==> src/rtl/core/edge_interval_sensor_frame_decoder_macros.svh <==
// Assertion macros for the single-wire sensor frame decoder.
// Included by the top level; depends on nothing else.
`ifndef EDGE_INTERVAL_SENSOR_FRAME_DECODER_MACROS_SVH
`define EDGE_INTERVAL_SENSOR_FRAME_DECODER_MACROS_SVH

`ifndef NO_ASSERTIONS

// The antecedent holds in a cycle, so the consequent holds in the same cycle.
`define EISFD_ASSERT_SAME(label, clk, rst, ante, cons, msg) \
  label: assert property (@(posedge clk) disable iff (rst) (ante) |-> (cons)) \
    else $error(msg);

// The antecedent holds in a cycle, so the consequent holds in the next cycle.
`define EISFD_ASSERT_NEXT(label, clk, rst, ante, cons, msg) \
  label: assert property (@(posedge clk) disable iff (rst) (ante) |=> (cons)) \
    else $error(msg);

`else

`define EISFD_ASSERT_SAME(label, clk, rst, ante, cons, msg)
`define EISFD_ASSERT_NEXT(label, clk, rst, ante, cons, msg)

`endif

`endif

==> src/rtl/core/eisfd_pkg.sv <==
// Shared types, constants and the sign-magnitude decoder for the
// single-wire sensor frame decoder. Depends on nothing.
package eisfd_pkg;

  localparam int CAP_W        = 16;
  localparam int VALUE_W      = 16;
  localparam int CNT_W        = 6;
  localparam int FRAME_BITS   = 40;
  localparam int BYTE_W       = 8;
  localparam int IN_DATA_W    = 16;
  localparam int OUT_DATA_W   = 2 * VALUE_W;

  localparam logic [CNT_W-1:0] PREAMBLE_EDGES = CNT_W'(2);
  localparam logic [CNT_W-1:0] EDGE_SAT       = CNT_W'(63);
  localparam logic [CNT_W-1:0] LAST_BIT       = CNT_W'(FRAME_BITS - 1);
  localparam logic [CAP_W-1:0] THRESHOLD_RESET = CAP_W'(8400);

  // Item kinds carried on the input tuser.
  localparam logic OP_START = 1'b0;
  localparam logic OP_EDGE  = 1'b1;

  typedef struct packed {
    logic                      checksum_ok;
    logic signed [VALUE_W-1:0] temperature_tenths;
    logic signed [VALUE_W-1:0] humidity_tenths;
  } result_t;

  // Sign-magnitude high/low byte pair to two's complement. A set top bit of
  // the high byte marks the value negative; negative zero comes out as zero.
  function automatic logic [VALUE_W-1:0] decode_tenths(input logic [BYTE_W-1:0] hi,
                                                      input logic [BYTE_W-1:0] lo);
    logic [VALUE_W-1:0] mag;
    mag = {1'b0, hi[BYTE_W-2:0], lo};
    if (hi[BYTE_W-1]) begin
      return VALUE_W'(0) - mag;
    end
    return mag;
  endfunction

endpackage

==> src/rtl/core/edge_interval_sensor_frame_decoder.sv <==
// Single-wire humidity/temperature sensor frame decoder, top level.
// The edge transaction that ends a frame loads its result into the output or skid register.
// One input item per cycle unless the skid register is full; each is handled combinationally.
// A skid register behind the output register keeps input flowing while a result waits.
// Reset (rst, synchronous, active high) idles the receiver, empties both output stages,
// sets the threshold to 8400 ticks and clears the capture, frame and held values.
`include "edge_interval_sensor_frame_decoder_macros.svh"

module edge_interval_sensor_frame_decoder (
  input  logic                               clk,
  input  logic                               rst,
  // Configuration: one_bit_threshold_ticks, written when cfg_we is high.
  input  logic                               cfg_we,
  input  logic [eisfd_pkg::CAP_W-1:0]        cfg_wdata,
  // Input stream.
  input  logic                               s_tvalid,
  output logic                               s_tready,
  input  logic [eisfd_pkg::IN_DATA_W-1:0]    s_tdata,   // [15:0] capture_value
  input  logic                               s_tuser,   // [0] opcode
  // Result stream.
  output logic                               m_tvalid,
  input  logic                               m_tready,
  output logic [eisfd_pkg::OUT_DATA_W-1:0]   m_tdata,   // [15:0] humidity_tenths,
                                                        // [31:16] temperature_tenths
  output logic                               m_tuser    // [0] checksum_ok
);

  import eisfd_pkg::*;

  // Configuration register.
  logic [CAP_W-1:0] threshold;

  // Receiver state.
  logic [CAP_W-1:0]      previous_capture;
  logic [CNT_W-1:0]      edge_counter;
  logic [CNT_W-1:0]      bits_received;
  logic                  receiving;
  logic [FRAME_BITS-1:0] frame_shift;
  logic [VALUE_W-1:0]    held_humidity;
  logic [VALUE_W-1:0]    held_temperature;

  // Output register and the skid register behind it.
  logic    out_valid;
  result_t out_data;
  logic    skid_valid;
  result_t skid_data;

  // Next values of the receiver, computed from the state and the current item.
  logic [CAP_W-1:0]      previous_capture_next;
  logic [CNT_W-1:0]      edge_counter_next;
  logic [CNT_W-1:0]      bits_received_next;
  logic                  receiving_next;
  logic [FRAME_BITS-1:0] frame_shift_next;
  logic [VALUE_W-1:0]    held_humidity_next;
  logic [VALUE_W-1:0]    held_temperature_next;

  logic                  accept;
  logic                  take_out;
  logic                  result_valid;
  result_t               result;
  logic [CAP_W-1:0]      interval;
  logic                  data_bit;
  logic [FRAME_BITS-1:0] shifted;
  logic [BYTE_W-1:0]     byte_sum;
  logic                  sum_ok;

  // The input stalls only when the skid register is occupied, which means the
  // output register is full as well and the downstream side has stalled.
  assign s_tready = !skid_valid;
  assign accept   = s_tvalid && s_tready;
  assign take_out = out_valid && m_tready;

  // The interval is modulo 2^16, so a timer wrap between successive edges is handled
  // by the plain 16-bit difference. Equal captures give an interval of zero.
  assign interval = s_tdata - previous_capture;
  assign data_bit = (interval > threshold);
  assign shifted  = {frame_shift[FRAME_BITS-2:0], data_bit};

  // Byte-sum checksum over the frame as it stands after this bit: the first four
  // bytes, most significant first, must add up modulo 256 to the fifth.
  assign byte_sum = shifted[39:32] + shifted[31:24] + shifted[23:16] + shifted[15:8];
  assign sum_ok   = (byte_sum == shifted[7:0]);

  always_comb begin
    previous_capture_next = previous_capture;
    edge_counter_next     = edge_counter;
    bits_received_next    = bits_received;
    receiving_next        = receiving;
    frame_shift_next      = frame_shift;
    held_humidity_next    = held_humidity;
    held_temperature_next = held_temperature;
    result_valid          = 1'b0;

    if (accept) begin
      if (s_tuser == OP_START) begin
        // Start (or restart) a frame; the last capture is kept.
        frame_shift_next   = '0;
        bits_received_next = '0;
        edge_counter_next  = '0;
        receiving_next     = 1'b1;
      end else if (receiving) begin
        // Edges while idle leave everything untouched.
        if (edge_counter != EDGE_SAT) begin
          edge_counter_next = edge_counter + CNT_W'(1);
        end
        previous_capture_next = s_tdata;

        if (edge_counter_next <= PREAMBLE_EDGES) begin
          // The two preamble edges only set the timing reference.
          bits_received_next = '0;
        end else begin
          frame_shift_next   = shifted;
          bits_received_next = bits_received + CNT_W'(1);
          if (bits_received == LAST_BIT) begin
            // Fortieth bit: the frame is complete and reception stops.
            receiving_next     = 1'b0;
            bits_received_next = '0;
            result_valid       = 1'b1;
            if (sum_ok) begin
              held_humidity_next    = decode_tenths(shifted[39:32], shifted[31:24]);
              held_temperature_next = decode_tenths(shifted[23:16], shifted[15:8]);
            end
          end
        end
      end
    end
  end

  // The result reports the held values after any update from this frame.
  always_comb begin
    result.checksum_ok        = sum_ok;
    result.humidity_tenths    = held_humidity_next;
    result.temperature_tenths = held_temperature_next;
  end

  always_ff @(posedge clk) begin
    if (rst) begin
      threshold        <= THRESHOLD_RESET;
      previous_capture <= '0;
      edge_counter     <= '0;
      bits_received    <= '0;
      receiving        <= 1'b0;
      frame_shift      <= '0;
      held_humidity    <= '0;
      held_temperature <= '0;
    end else begin
      if (cfg_we) begin
        threshold <= cfg_wdata;
      end
      previous_capture <= previous_capture_next;
      edge_counter     <= edge_counter_next;
      bits_received    <= bits_received_next;
      receiving        <= receiving_next;
      frame_shift      <= frame_shift_next;
      held_humidity    <= held_humidity_next;
      held_temperature <= held_temperature_next;
    end
  end

  // Output staging. A new result goes to the output register when it is empty
  // or being drained this cycle, and otherwise parks in the skid register. The
  // skid register is refilled only after it has moved forward, because the
  // input is held off while it is occupied.
  always_ff @(posedge clk) begin
    if (rst) begin
      out_valid  <= 1'b0;
      skid_valid <= 1'b0;
    end else begin
      if (!out_valid || take_out) begin
        if (skid_valid) begin
          out_valid  <= 1'b1;
          out_data   <= skid_data;
          skid_valid <= 1'b0;
        end else begin
          out_valid <= result_valid;
          if (result_valid) begin
            out_data <= result;
          end
        end
      end else if (result_valid) begin
        skid_valid <= 1'b1;
        skid_data  <= result;
      end
    end
  end

  assign m_tvalid = out_valid;
  assign m_tuser  = out_data.checksum_ok;
  assign m_tdata  = {out_data.temperature_tenths, out_data.humidity_tenths};

  // The skid register only ever holds a result behind a full output register.
  `EISFD_ASSERT_SAME(a_skid_behind_out, clk, rst, skid_valid, out_valid, "skid without output")

  // An idle receiver always has an empty bit count.
  `EISFD_ASSERT_SAME(a_idle_no_bits, clk, rst, !receiving, bits_received == '0, "bits while idle")

  // A completed frame stops reception and offers a result.
  `EISFD_ASSERT_NEXT(a_frame_done, clk, rst, result_valid, !receiving && m_tvalid, "frame end lost")

  // A start transaction arms reception with an empty frame.
  `EISFD_ASSERT_NEXT(a_start_arms, clk, rst, accept && s_tuser == OP_START,
                     receiving && bits_received == '0 && edge_counter == '0, "start not armed")

endmodule
==> config.mk <==
export PLATFORM = sky130hd
export DESIGN_NAME = edge_interval_sensor_frame_decoder
export DESIGN_NICKNAME = d
export VERILOG_FILES = /design/src/rtl/core/eisfd_pkg.sv /design/src/rtl/core/edge_interval_sensor_frame_decoder.sv
export VERILOG_INCLUDE_DIRS = /design/src /design/src/rtl/core
export SDC_FILE = /design/constraint.sdc
export NUM_CORES = 1
export LEC_CHECK = 0
export BUFFER_PORTS_ARGS = -buffer_cell sky130_fd_sc_hd__clkbuf_2
export CAP_MARGIN = 20
export CORE_MARGIN = 10
export CORE_UTILIZATION = 30
export DETAILED_ROUTE_END_ITERATION = 12
export MAX_ROUTING_LAYER = met4
export PLACE_DENSITY_LB_ADDON = 0.1
export SLEW_MARGIN = 20
export SYNTH_ARGS = -nofsm -noshare
export SYNTH_HDL_FRONTEND = slang
export SYNTH_SLANG_ARGS = --single-unit
==> constraint.sdc <==
create_clock -name clk -period 6 [get_ports clk]
set_input_delay 1.2 -clock clk [delete_from_list [all_inputs] [get_ports clk]]
set_output_delay 1.2 -clock clk [all_outputs]
set_load 0.02 [all_outputs]
==> results_dict.tcl <==
set metrics [dict create \
    place_ws_ns 0.3139 \
    finalSetupViolCount 0 \
    synth_area_leader_cell "dfxtp_1" \
    finalWorstSetupSlack_ns 0.8096 \
    drcViolationCount 0 \
    syn_inst 1004 \
    cp.arrival_ns 5.37 \
    dr.pass1.iters 5 \
    cpLargestDelayFamily "compound AO/OA/AOI/OAI gates" \
    setup_tns_ns 0 \
    post_cts_buffers 0 \
    cts_tree "yes" \
    skew_ns 0.01337 \
    viasPerCell 5.045 \
    synth_fp_nets 1100 \
    met1_usage_pct 17.56 \
    powerDensity_nw_per_um2 245.3 \
    hold_path.class "register to register" \
    status "completed" \
    peakVddDrop_mv 0.2211 \
    gp_congestion 0.7838 \
    nNetsFinal 1140 \
    holdBufCountCts 0 \
    clk_latency_ns 0.46 \
    seqCellArea_um2 4345 \
    slew_violations 0 \
    busiest_layer "met2" \
    synth_cell_types 61 \
    worstPathCellList "clkbuf_2 > inv_1 > ha_1 > fa_1 > nor2b_1 > o21a_1 > o21ai_0 > a21oi_1 > a211oi_1 > a21oi_1 > xor2_1 > ha_1 > nand4_1 > or4_1 > a21oi_1 > o32ai_4 > xnor2_4 > buf_12 > nor4_1 > o31ai_1" \
    drv_cap 0 \
    critPathLaunchType "input pin" \
    use_met2_pct 20.89 \
    grt_start_max_net_pins 63 \
    crit_fanout 36 \
    cts-root-buf "clkbuf_16" \
    dieArea_um2 39700 \
    htreeDepth 4 \
    cts_resized 0 \
    synth_edf_count 66 \
    ant_nets 0 \
    cpPeakStageDelay_ns 0.55 \
    netlist_area_um2 9639 \
    die_h_um 199.3 \
    drtIter0Drc 417 \
    synthTopCellsByArea "dfxtp_1 25%, edfxtp_1 21%, ha_1 5.6%, nand2_1 5.1%, a21oi_1 4.1%" \
    core_area_um2 31640 \
    rrSetupSlack_ns 1.29 \
    critical_path_class "input pin to register" \
    p_leak_nw 4.100 \
    avgSynthCellArea_um2 9.601 \
    cts.reportedPaths.clkPinSlew_ns 0.07 \
    yosysWarnings 0 \
    finalHoldViolations 0 \
    ys_ff_latch 184 \
    rows 65 \
    timing.hold.ws_ns 0.4554 \
    syn_to_final_growth_pct 13.77 \
    die_w_um 199.3 \
    final_common_cell "nand2_1" \
    post-route-min-period_ns 5.190 \
    cp-end-kind "register" \
    numCtsBuffers 17 \
    grtUsageTotal_pct 13.45 \
    n_antenna_cell 0 \
    cts.path.max_buffers 2 \
    synth_ff_type "dfxtp_1" \
    fin_crit_sh_pct 86.51 \
    grt-ovfl-total 0 \
    drive_above_1_share_pct 15.23 \
    seq_area_frac_synth_pct 45.07 \
    io_buffers 72 \
    multi_input_area_um2 4861 \
    start_util_pct 30.47 \
    grt_pass1_vias 7277 \
    grt_pass1_wl_mm 40.97 \
    yosysTopAreaCellShare_pct 24.51 \
    wl_per_cell_um 17.17 \
    use_met3_pct 2.220 \
    slew_headroom_pct 40.21 \
    fmax_mhz 192.7 \
    async_flop_share_pct 0 \
    cp_num_buf_inv 3 \
    vias 7361 \
    cts_sinks 184 \
    slowest_stage "or4_1" \
    place_hpwl_mm 17.11 \
    final_cell_mix "131 x nand2_1, 117 x dfxtp_1, 84 x nor2_1" \
    fillCellCount 3246 \
    io_pins 73 \
    critPathRequiredTime_ns 6.18 \
    cp_common_cell "a21oi_1" \
    rsz0062_at_grt "false" \
    tightest_slew_ns 0.8944 \
    drt-total-wl_mm 25.05 \
    grt_antenna_before_repair 0 \
]
## cell type report
type                       instances  share of cell area, %
sequential                       184                  39.62
inverter                          47                  1.609
clock inverter                    14                  1.426
timing repair buffer              85                  4.427
clock buffer                      18                  4.005
multi-input combinational        709                  44.32
tap                              402                  4.586
## metrics by stage
step | instance area (um2) | utilization (%) | std cells | power (W)
after CTS | 10950 | 34.60 | 1458 | 0.002731
after detailed placement | 10350 | 32.72 | 1426 | 0.001574
after floorplan | 9639 | - | 1004 | 0.001504
after global placement | 10350 | 32.72 | 1426 | 0.001575
after global routing | 10970 | 34.66 | 1459 | 0.002806
final | 10970 | 34.66 | 1459 | 0.002690
## sequential cells by signal, summed over array words and instances, names as in the netlist
signal,count
bits_received,6
held_humidity,16
m_tvalid,1
m_tdata,32
m_tuser,1
receiving,1
frame_shift,39
edge_counter,6
held_temperature,16
previous_capture,16
threshold,16
skid_data,33
skid_valid,1
## layer usage
| layer | share of wire (%) | vias to the layer above |
|---|---|---|
| met5 | 0 | - |
| met4 | 1.1 | 0 |
| met3 | 2.7 | 12 |
| met2 | 46 | 79 |
| met1 | 50 | 3565 |
| li1 | - | 3705 |
## worst reg2reg max path, delay by kind of cell, from the launching register on
family                   cells  cell delay, ns
XOR/XNOR                     1            0.17
AND/OR/NAND/NOR              5            1.45
buffers and inverters        2            0.25
flip-flops                   1            0.38
adder cells (fa/ha/maj)      2            0.44
AO/OA/AOI/OAI                8            1.76
## synthesized netlist by cell type (all sizes together), types with 6 or more instances
cell    number
nor2        85
a22oi       41
nor3        14
nand3       14
nand2      132
o41ai        8
ha          43
edfxtp      66
o211ai      35
o21a         8
o31ai       37
inv         47
xor2        18
fa          15
dfxtp      118
xnor2       37
nand4       33
a31oi        6
clkbuf      41
or4          8
o21ai       22
nand2b       7
and3         6
buf         23
a21oi       82
mux2i       12
## report_power, final
part	internal [W]	switching [W]
Clock	0.000568	0.000579
Combinational	0.0000879	0.000158
Sequential	0.00129	0.00000481
## cells by family after synthesis
kind of cell / synth area share [%]
mux: 1.246
buf+inv: 4.894
xor+xnor: 5.270
simple gates: 15.19
compound gates: 19.64
fa+ha+maj: 8.697
flops: 45.07
## final timing paths
| check | startpoint | end | depth (start not counted) |
|---|---|---|---|
| worst max-delay path | s_tdata[0] | m_tdata[17] | 20 |
| worst min-delay path | previous_capture[6] | previous_capture[6] | 2 |
| worst max register to register | previous_capture[1] | m_tdata[17] | 18 |
| worst min register to register | previous_capture[6] | previous_capture[6] | 2 |
(Power assumes the default switching activity.)
